`src/krt_pkg.sv`:
```
// ============================================================================
// krt_pkg: shared types and constants for the keyed record table
// Field widths, action and status codes, controller states, channel payloads
// and the command/status bundles between controller and datapath.
// ============================================================================
package krt_pkg;

    // Defaults for the top-level parameters
    localparam int DEPTH_DEF         = 16;
    localparam int KEY_WIDTH_DEF     = 32;
    localparam int PAYLOAD_WIDTH_DEF = 64;

    // Channel field widths
    localparam int ACTION_W = 2;
    localparam int IDX_W    = 4;
    localparam int KEY_W    = 32;
    localparam int PAY_W    = 64;
    localparam int STATUS_W = 2;
    localparam int ROW_W    = 5;

    typedef enum logic [ACTION_W-1:0] {
        ACT_GET    = 2'd0,
        ACT_ADD    = 2'd1,
        ACT_UPDATE = 2'd2,
        ACT_REMOVE = 2'd3
    } action_t;

    typedef enum logic [STATUS_W-1:0] {
        ST_OK    = 2'd0,
        ST_MISS  = 2'd1,
        ST_FULL  = 2'd2,
        ST_RANGE = 2'd3
    } status_t;

    typedef enum logic [2:0] {
        S_IDLE,
        S_GET_RD,
        S_SCAN,
        S_SHIFT,
        S_FINISH
    } state_t;

    typedef struct packed {
        action_t            action;
        logic [IDX_W-1:0]   row_index;
        logic [KEY_W-1:0]   search_key;
        logic [KEY_W-1:0]   record_key;
        logic [PAY_W-1:0]   record_payload;
    } req_t;

    typedef struct packed {
        status_t            status;
        logic [ROW_W-1:0]   row_count;
        logic [KEY_W-1:0]   read_key;
        logic [PAY_W-1:0]   read_payload;
    } rsp_t;

    // Controller to datapath
    typedef struct packed {
        logic    take;         // ready for a new item
        logic    get_rd;       // read the row named by the index
        logic    scan_rd;      // read the row at the scan pointer and advance
        logic    upd_wr;       // overwrite the row just compared
        logic    append;       // write the new record after the last row
        logic    shift_start;  // restart the pointer just past the hit row
        logic    shift_wr;     // move the row just read down by one
        logic    drop_row;     // decrement the row count
        logic    set_status;
        status_t status;
        logic    load;         // load the result register
    } cmd_t;

    // Datapath to controller
    typedef struct packed {
        logic    req_valid;
        logic    req_get;
        action_t act;
        logic    idx_ok;
        logic    full;
        logic    issue_left;
        logic    cmp_vld;
        logic    hit;
        logic    found;
        logic    out_free;
    } stat_t;

endpackage

```
`src/krt_chan_if.sv`:
```
// ============================================================================
// krt_chan_if: valid/ready channel
// Carries one payload per transfer; a transfer happens when valid and ready
// are both high at a rising clock edge.
// ============================================================================
interface krt_chan_if #(
    parameter type data_t = logic
);
    logic  valid;
    logic  ready;
    data_t data;

    modport source (output valid, output data, input ready);
    modport sink   (input valid, input data, output ready);
endinterface

```
`src/krt_ctrl.sv`:
```
// ============================================================================
// krt_ctrl: keyed record table controller
// Sequences get, scan, shift and result hand-off; drives the datapath with
// commands and reads back its status.
// ============================================================================
module krt_ctrl (
    input  logic          clk,
    input  logic          rst_n,
    input  krt_pkg::stat_t stat,
    output krt_pkg::cmd_t  cmd
);
    import krt_pkg::*;

    state_t state_reg;
    state_t state_next;

    always_ff @(posedge clk or negedge rst_n)
    begin
        if (!rst_n)
        begin
            state_reg <= S_IDLE;
        end
        else
        begin
            state_reg <= state_next;
        end
    end

    always_comb
    begin
        state_next = state_reg;
        cmd        = '0;
        cmd.status = ST_OK;
        case (state_reg)
            S_IDLE:
            begin
                cmd.take = 1'b1;
                if (stat.req_valid)
                begin
                    state_next = stat.req_get ? S_GET_RD : S_SCAN;
                end
            end
            S_GET_RD:
            begin
                cmd.get_rd     = 1'b1;
                cmd.set_status = 1'b1;
                cmd.status     = stat.idx_ok ? ST_OK : ST_RANGE;
                state_next     = S_FINISH;
            end
            S_SCAN:
            begin
                cmd.scan_rd = 1'b1;
                if (stat.hit)
                begin
                    case (stat.act)
                        ACT_ADD:
                        begin
                            cmd.scan_rd    = 1'b0;
                            cmd.set_status = 1'b1;
                            cmd.status     = ST_MISS;
                            state_next     = S_FINISH;
                        end
                        ACT_REMOVE:
                        begin
                            cmd.scan_rd     = 1'b0;
                            cmd.shift_start = 1'b1;
                            state_next      = S_SHIFT;
                        end
                        default:
                        begin
                            cmd.upd_wr = 1'b1;
                        end
                    endcase
                end
                else if (!stat.issue_left && !stat.cmp_vld)
                begin
                    // Scan drained with no terminating hit
                    cmd.set_status = 1'b1;
                    state_next     = S_FINISH;
                    case (stat.act)
                        ACT_ADD:
                        begin
                            if (stat.full)
                            begin
                                cmd.status = ST_FULL;
                            end
                            else
                            begin
                                cmd.append = 1'b1;
                                cmd.status = ST_OK;
                            end
                        end
                        ACT_UPDATE:
                        begin
                            cmd.status = stat.found ? ST_OK : ST_MISS;
                        end
                        default:
                        begin
                            cmd.status = ST_MISS;
                        end
                    endcase
                end
            end
            S_SHIFT:
            begin
                cmd.scan_rd  = 1'b1;
                cmd.shift_wr = stat.cmp_vld;
                if (!stat.issue_left && !stat.cmp_vld)
                begin
                    cmd.drop_row   = 1'b1;
                    cmd.set_status = 1'b1;
                    cmd.status     = ST_OK;
                    state_next     = S_FINISH;
                end
            end
            S_FINISH:
            begin
                // Hold until the result register is free
                if (stat.out_free)
                begin
                    cmd.load   = 1'b1;
                    state_next = S_IDLE;
                end
            end
            default:
            begin
                state_next = S_IDLE;
            end
        endcase
    end

endmodule

```
`src/krt_dpath.sv`:
```
// ============================================================================
// krt_dpath: keyed record table datapath
// Row memories with one write and one registered read port, item capture,
// row count, scan pointer, key compare and the result register.
// ============================================================================
module krt_dpath #(
    parameter int DEPTH         = krt_pkg::DEPTH_DEF,
    parameter int KEY_WIDTH     = krt_pkg::KEY_WIDTH_DEF,
    parameter int PAYLOAD_WIDTH = krt_pkg::PAYLOAD_WIDTH_DEF
) (
    input  logic           clk,
    input  logic           rst_n,
    input  krt_pkg::cmd_t  cmd,
    output krt_pkg::stat_t stat,
    input  logic           req_valid,
    input  krt_pkg::req_t  req_data,
    output logic           rsp_valid,
    input  logic           rsp_ready,
    output krt_pkg::rsp_t  rsp_data
);
    import krt_pkg::*;

    localparam int AW  = (DEPTH > 1) ? $clog2(DEPTH) : 1;
    localparam int CW  = $clog2(DEPTH + 1);
    localparam int IXW = (CW > IDX_W) ? CW : IDX_W;

    logic [KEY_WIDTH-1:0]     key_mem [DEPTH];
    logic [PAYLOAD_WIDTH-1:0] pay_mem [DEPTH];

    // Captured item
    action_t                  act_reg,  act_next;
    logic [IDX_W-1:0]         idx_reg,  idx_next;
    logic [KEY_WIDTH-1:0]     skey_reg, skey_next;
    logic [KEY_WIDTH-1:0]     rkey_reg, rkey_next;
    logic [PAYLOAD_WIDTH-1:0] rpay_reg, rpay_next;
    status_t                  stat_reg, stat_next;

    // Control state
    logic [CW-1:0]            count_reg,  count_next;
    logic [CW-1:0]            ptr_reg,    ptr_next;
    logic [AW-1:0]            rd_ptr_reg, rd_ptr_next;
    logic                     rd_vld_reg, rd_vld_next;
    logic                     found_reg,  found_next;
    logic                     out_vld_reg, out_vld_next;
    rsp_t                     out_reg,    out_next;

    // Memory read data
    logic [KEY_WIDTH-1:0]     rd_key_reg;
    logic [PAYLOAD_WIDTH-1:0] rd_pay_reg;

    logic                     fire;
    logic                     idx_ok;
    logic                     issue_left;
    logic                     hit;
    logic [KEY_WIDTH-1:0]     cmp_key;
    logic                     rd_en;
    logic [AW-1:0]            rd_addr;
    logic                     wr_en;
    logic [AW-1:0]            wr_addr;
    logic [KEY_WIDTH-1:0]     wr_key;
    logic [PAYLOAD_WIDTH-1:0] wr_pay;
    logic                     show_row;

    assign fire       = req_valid && cmd.take;
    assign idx_ok     = IXW'(idx_reg) < IXW'(count_reg);
    assign issue_left = ptr_reg < count_reg;
    assign cmp_key    = (act_reg == ACT_ADD) ? rkey_reg : skey_reg;
    assign hit        = rd_vld_reg && (rd_key_reg == cmp_key);

    assign rd_en   = (cmd.get_rd && idx_ok) || (cmd.scan_rd && issue_left);
    assign rd_addr = cmd.get_rd ? AW'(idx_reg) : ptr_reg[AW-1:0];

    always_comb
    begin
        wr_en   = 1'b0;
        wr_addr = rd_ptr_reg;
        wr_key  = rkey_reg;
        wr_pay  = rpay_reg;
        if (cmd.upd_wr)
        begin
            wr_en = 1'b1;
        end
        else if (cmd.append)
        begin
            wr_en   = 1'b1;
            wr_addr = count_reg[AW-1:0];
        end
        else if (cmd.shift_wr)
        begin
            // Row read last cycle drops into the slot below it
            wr_en   = 1'b1;
            wr_addr = rd_ptr_reg - AW'(1);
            wr_key  = rd_key_reg;
            wr_pay  = rd_pay_reg;
        end
    end

    always_ff @(posedge clk)
    begin
        if (wr_en)
        begin
            key_mem[wr_addr] <= wr_key;
            pay_mem[wr_addr] <= wr_pay;
        end
        if (rd_en)
        begin
            rd_key_reg <= key_mem[rd_addr];
            rd_pay_reg <= pay_mem[rd_addr];
        end
    end

    assign show_row = (act_reg == ACT_GET) && (stat_reg == ST_OK);

    always_comb
    begin
        act_next  = act_reg;
        idx_next  = idx_reg;
        skey_next = skey_reg;
        rkey_next = rkey_reg;
        rpay_next = rpay_reg;
        if (fire)
        begin
            act_next  = req_data.action;
            idx_next  = req_data.row_index;
            skey_next = KEY_WIDTH'(req_data.search_key);
            rkey_next = KEY_WIDTH'(req_data.record_key);
            rpay_next = PAYLOAD_WIDTH'(req_data.record_payload);
        end

        stat_next = cmd.set_status ? cmd.status : stat_reg;

        rd_vld_next = cmd.scan_rd && issue_left;
        rd_ptr_next = rd_vld_next ? ptr_reg[AW-1:0] : rd_ptr_reg;
        ptr_next    = ptr_reg;
        if (fire)
        begin
            ptr_next = '0;
        end
        else if (cmd.shift_start)
        begin
            ptr_next = CW'(rd_ptr_reg) + CW'(1);
        end
        else if (rd_vld_next)
        begin
            ptr_next = ptr_reg + CW'(1);
        end

        found_next = fire ? 1'b0 : (found_reg || cmd.upd_wr);

        count_next = count_reg;
        if (cmd.append)
        begin
            count_next = count_reg + CW'(1);
        end
        else if (cmd.drop_row)
        begin
            count_next = count_reg - CW'(1);
        end

        out_next     = out_reg;
        out_vld_next = out_vld_reg && !rsp_ready;
        if (cmd.load)
        begin
            out_vld_next          = 1'b1;
            out_next.status       = stat_reg;
            out_next.row_count    = ROW_W'(count_reg);
            out_next.read_key     = show_row ? KEY_W'(rd_key_reg) : '0;
            out_next.read_payload = show_row ? PAY_W'(rd_pay_reg) : '0;
        end
    end

    always_ff @(posedge clk)
    begin
        act_reg  <= act_next;
        idx_reg  <= idx_next;
        skey_reg <= skey_next;
        rkey_reg <= rkey_next;
        rpay_reg <= rpay_next;
        stat_reg <= stat_next;
        out_reg  <= out_next;
    end

    always_ff @(posedge clk or negedge rst_n)
    begin
        if (!rst_n)
        begin
            count_reg   <= '0;
            ptr_reg     <= '0;
            rd_ptr_reg  <= '0;
            rd_vld_reg  <= 1'b0;
            found_reg   <= 1'b0;
            out_vld_reg <= 1'b0;
        end
        else
        begin
            count_reg   <= count_next;
            ptr_reg     <= ptr_next;
            rd_ptr_reg  <= rd_ptr_next;
            rd_vld_reg  <= rd_vld_next;
            found_reg   <= found_next;
            out_vld_reg <= out_vld_next;
        end
    end

    assign rsp_valid = out_vld_reg;
    assign rsp_data  = out_reg;

    always_comb
    begin
        stat.req_valid  = req_valid;
        stat.req_get    = (req_data.action == ACT_GET);
        stat.act        = act_reg;
        stat.idx_ok     = idx_ok;
        stat.full       = (count_reg == CW'(DEPTH));
        stat.issue_left = issue_left;
        stat.cmp_vld    = rd_vld_reg;
        stat.hit        = hit;
        stat.found      = found_reg;
        stat.out_free   = !out_vld_reg || rsp_ready;
    end

endmodule

```
`src/keyed_record_table.sv`:
```
// ============================================================================
// keyed_record_table: packed table of keyed records
// Get by index, add, update by key and remove by key over a packed row table.
// ============================================================================
// Operation: a get reads the row named by the index; add, update and
//   remove scan the rows from the first, and a remove that hits then moves
//   each later row down by one.
// Throughput: one item at a time; the single memory read port scans one
//   row per cycle.
// Reset: row count cleared, result register empty; row memories not cleared.
module keyed_record_table #(
    parameter int DEPTH         = krt_pkg::DEPTH_DEF,
    parameter int KEY_WIDTH     = krt_pkg::KEY_WIDTH_DEF,
    parameter int PAYLOAD_WIDTH = krt_pkg::PAYLOAD_WIDTH_DEF
) (
    input logic        clk,
    input logic        rst_n,
    krt_chan_if.sink   req,
    krt_chan_if.source rsp
);
    import krt_pkg::*;

    cmd_t  cmd;
    stat_t stat;

    assign req.ready = cmd.take;

    krt_ctrl u_ctrl (
        .clk   (clk),
        .rst_n (rst_n),
        .stat  (stat),
        .cmd   (cmd)
    );

    krt_dpath #(
        .DEPTH         (DEPTH),
        .KEY_WIDTH     (KEY_WIDTH),
        .PAYLOAD_WIDTH (PAYLOAD_WIDTH)
    ) u_dpath (
        .clk       (clk),
        .rst_n     (rst_n),
        .cmd       (cmd),
        .stat      (stat),
        .req_valid (req.valid),
        .req_data  (req.data),
        .rsp_valid (rsp.valid),
        .rsp_ready (rsp.ready),
        .rsp_data  (rsp.data)
    );

endmodule

```
`src/flat_wrapper.sv`:
```
// flat-port wrapper written by rule: the top's interface ports become plain ports
module keyed_record_table_flat import krt_pkg::*;
#(
    parameter int DEPTH         = krt_pkg::DEPTH_DEF,
    parameter int KEY_WIDTH     = krt_pkg::KEY_WIDTH_DEF,
    parameter int PAYLOAD_WIDTH = krt_pkg::PAYLOAD_WIDTH_DEF
)
  (clk, rst_n, req_valid, req_data, req_ready, rsp_valid, rsp_data, rsp_ready);
  krt_chan_if #(.data_t(req_t)) req_i ();
  krt_chan_if #(.data_t(rsp_t)) rsp_i ();
  input logic clk;
  input logic rst_n;
  input wire logic [$bits(req_i.valid)-1:0] req_valid;
  input wire logic [$bits(req_i.data)-1:0] req_data;
  output wire logic [$bits(req_i.ready)-1:0] req_ready;
  output wire logic [$bits(rsp_i.valid)-1:0] rsp_valid;
  output wire logic [$bits(rsp_i.data)-1:0] rsp_data;
  input wire logic [$bits(rsp_i.ready)-1:0] rsp_ready;
  assign req_i.valid = req_valid;
  assign req_i.data = req_data;
  assign req_ready = req_i.ready;
  assign rsp_valid = rsp_i.valid;
  assign rsp_data = rsp_i.data;
  assign rsp_i.ready = rsp_ready;
  keyed_record_table #(.DEPTH(DEPTH), .KEY_WIDTH(KEY_WIDTH), .PAYLOAD_WIDTH(PAYLOAD_WIDTH)) u_core (.clk(clk), .rst_n(rst_n), .req(req_i), .rsp(rsp_i));
endmodule
```
`config.mk`:
```
export PLATFORM = sky130hd
export DESIGN_NAME = keyed_record_table_flat
export DESIGN_NICKNAME = d
export VERILOG_FILES = /design/src/krt_pkg.sv /design/src/krt_chan_if.sv /design/src/krt_ctrl.sv /design/src/krt_dpath.sv /design/src/keyed_record_table.sv /design/src/flat_wrapper.sv
export SDC_FILE = /design/constraint.sdc
export NUM_CORES = 2
export LEC_CHECK = 0
export ABC_AREA = 1
export BUFFER_PORTS_ARGS = -buffer_cell sky130_fd_sc_hd__buf_2
export CAP_MARGIN = 5
export CORE_ASPECT_RATIO = 0.5
export CORE_MARGIN = 4
export CORE_UTILIZATION = 50
export DETAILED_ROUTE_END_ITERATION = 6
export PLACE_DENSITY = 0.72
export SLEW_MARGIN = 20
export SYNTH_ARGS = -nofsm -noshare
export SYNTH_HDL_FRONTEND = slang
export SYNTH_SLANG_ARGS = --single-unit
```
`constraint.sdc`:
```
create_clock -name clk -period 13.7 [get_ports clk]
set_input_delay 0 -clock clk [delete_from_list [all_inputs] [get_ports clk]]
set_output_delay 0 -clock clk [all_outputs]
set_load 0.1 [all_outputs]
```
==> impl_metrics.py <==
metrics = {
    "status": {
        "status": "complete, but fails checks",
        "violations": "design-rule violations",
    },
    "placement": {
        "placed_area_sq_mm": 0.0771,
        "routabilityCongestion": 0.898,
        "dp.cells": 7335,
        "dp_hpwl_um": 101000,
        "post-place-ws_ns": 8.33,
        "port-buffer-count": 242,
    },
    "sta": {
        "final_max_slew_viol_count": 0,
        "setup_tns_ns": 0,
        "rsz0062_at_grt": "no",
        "finalWorstSetupSlack_ns": 8.25,
        "timing.fmax_ghz": 0.184,
        "fin_crit_ns": 5.45,
        "max_slew_margin_pct": 10.2,
        "finalCritPeriodShare_pct": 39.7,
        "tightest_slew_ns": 1.35,
        "hold_violations": 0,
        "finalSetupViolations": 0,
        "fin_skew_ns": 0.0402,
    },
    "clocking": {
        "ctsHoldBuffers": 273,
        "post_cts_buffers": 0,
        "root_buffer": "clkbuf_16",
        "clockBufferDepth": 3,
        "htree_levels": 4,
        "cts_made_buffers": 160,
        "clock_latency_ns": 0.81,
        "clk_pin_slew_worst_paths_ns": 0.07,
        "post_cts_resized": 0,
        "cts_tree": "yes",
        "cts_sinks": 1891,
    },
    "yosys": {
        "synth_edf_count": 1871,
        "ys.flop_type": "edfxtp_1",
        "ys_types": 43,
        "syn-instance-count": 5328,
        "ys_seq_area_share_pct": 77.2,
        "yosys.area.top_type": "edfxtp_1",
        "synthArstFlopShare_pct": 1.06,
        "synth_warnings": 0,
        "synth_nets": 5479,
        "ys_ff_latch": 1891,
        "synth_top_area_share_pct": 76.5,
        "syn_avg_cell_area_sq_um": 13.8,
        "synth_area_sq_mm": 0.0734,
        "synth_area_leaders": "edfxtp_1 (77%), o21ai_0 (5.7%), nor2_1 (4.7%)",
    },
    "worst_setup_path": {
        "path_class": "flip-flop to flip-flop",
        "crit_path_end_kind": "flip-flop",
        "start_kind": "flip-flop",
        "rrSetupSlack_ns": 8.25,
        "crit_required_ns": 14.10,
        "path_max_fanout": 57,
        "arrival_ns": 5.85,
    },
    "pwr": {
        "power_frac_comb_pct": 30.7,
        "p_seq_share_pct": 43.3,
        "power_density_mw_per_mm2": 204,
        "ir_drop_mv": 0.214,
        "swShare_pct": 36.8,
        "power.switching_mw": 6.39,
        "p_leak_nw": 28.7,
        "p_clk_share_pct": 26.0,
        "p_int_mw": 11.0,
    },
    "routing": {
        "met3_length_um": 18300,
        "via_count": 47774,
        "wl_um": 193000,
        "drt_first_iter_violations": 6132,
        "wire_per_inst_um": 24.4,
        "antenna_left": 0,
        "wl_met1_um": 77100,
        "viasPerCell": 6.05,
        "dr.max_layer_used": "met4",
        "dr.pass1.iters": 7,
        "wl_met2_um": 90900,
        "drc_errors": 14,
    },
    "global_route": {
        "grt_start_max_net_pins": 228,
        "grt_usage_pct": 24.6,
        "antenna_found_initial": 1,
        "grt_pass1_wl_um": 288000,
        "globalRoute.totalOverflow": 0,
        "first_global_vias": 46718,
    },
    "final_layout": {
        "largest_register_ffs": 1024,
        "final_common_cell": "edfxtp_1",
        "antennaDiodeCount": 0,
        "layout_common_cells": "edfxtp_1 (1,871), nor2_1 (893), o21ai_0 (818)",
        "final_area_sq_mm": 0.0850,
        "regMostFlops": "u_core.u_dpath.pay_mem",
        "area.sequential_sq_mm": 0.0567,
        "fin_util_pct": 58.3,
        "drive_gt1_share_pct": 11.5,
        "multiInputGateArea_sq_mm": 0.0149,
        "synthToLayoutAreaGrowth_pct": 15.7,
        "nFillCells": 10978,
        "nNetsFinal": 5953,
        "finalNonFillerCells": 7902,
    },
    "run": {
        "cap_violations": 0,
    },
    "floorplanning": {
        "fp.dieW_um": 550,
        "fp.dieH_um": 279,
        "dieArea_sq_mm": 0.153,
        "initial_core_util_pct": 50.4,
        "core.rowCount": 99,
        "ios": 243,
        "core_area_sq_mm": 0.146,
    },
    "min_path": {
        "min_path_type": "input port to flip-flop",
    },
}
-- cell type report --
cell class | instances | share of cell area (%)
Tap cell | 1969 | 2.90
Multi-Input combinational cell | 2899 | 17.5
Timing Repair Buffer | 670 | 6.08
Inverter | 180 | 0.827
Clock inverter | 95 | 1.04
Sequential cell | 1891 | 66.7
Clock buffer | 198 | 4.95
-- per-stage QoR --
step / hold slack [ns] / total power [mW]
floorplan: -0.296 / 11.1
global placement: -0.00947 / 12.7
detailed placement: -0.00307 / 12.8
CTS: 0.0633 / 17.4
global route: 0.178 / 18.1
finish: 0.183 / 17.4
-- synthesized netlist by cell type, types with 23 or more instances --
cell type and number:
o221ai_1 302, buf_2 37, o211ai_1 90, o21ai_1 65, o22ai_1 85, nand2_1 370, clkbuf_1 295, nor2_1 910
edfxtp_1 1871, nand3_1 176, o21ai_0 831, buf_1 23, inv_1 169
-- final timing paths --
check	from	end	depth (start not counted)
min in group asynchronous	rst_n	u_core.u_dpath.rsp_valid	4
min reg2reg	u_core.u_dpath.stat_reg[0]	u_core.u_dpath.rsp_data[101]	0
max in group asynchronous	rst_n	u_core.u_dpath.count_reg[1]	4
min	req_data[133]	u_core.u_ctrl.state_reg[0]	5
max reg2reg	u_core.u_dpath.act_reg[0]	u_core.u_dpath.key_mem[6][2]	18
max	u_core.u_dpath.act_reg[0]	u_core.u_dpath.key_mem[6][2]	18
-- layer usage --
layer,global-route usage [%],vias up
li1,-,20913
met1,34.3,23739
met2,39.1,2737
met3,4.37,385
met4,9.04,0
met5,0,-
-- power groups by stage --
stage	clock (mW)	combinational, mW	sequential [mW]
floorplan	0	3.10	7.98
global placement	0	5.05	7.63
detailed placement	0	5.20	7.63
CTS	4.55	5.29	7.51
global route	4.81	5.80	7.54
finish	4.51	5.34	7.52
-- logic make-up (layout without fill, tap and decap cells) --
logic type | count (synthesis) | in the layout | share of synthesized area (%)
AOI/OAI and AO/OA | 1388 | 1388 | 11.5
buffers and inverters | 538 | 1143 | 2.84
adders and majority gates | 13 | 13 | 0.232
DFF | 1891 | 1891 | 77.2
xor gates and xnor gates | 9 | 9 | 0.107
and+or+nand+nor | 1489 | 1489 | 8.11
-- critical path, stage by stage (launching register included) --
cell and delay [ns]:
edfxtp_1 0.74, nand2_2 0.21, buf_4 0.50, nand2_1 0.13, o21ai_0 0.11, nand2_1 0.07, nand2_1 0.14, nand2_1 0.10
nor2_1 0.11, nand2_1 0.09, nor2_4 0.15, nand2_2 0.11, inv_2 0.12, nand3_2 0.13, nand3_2 0.25, nand3_2 0.27
nor2_4 0.16, buf_4 0.64, buf_4 0.88
No activity file was read; power rests on OpenSTA's default activity.
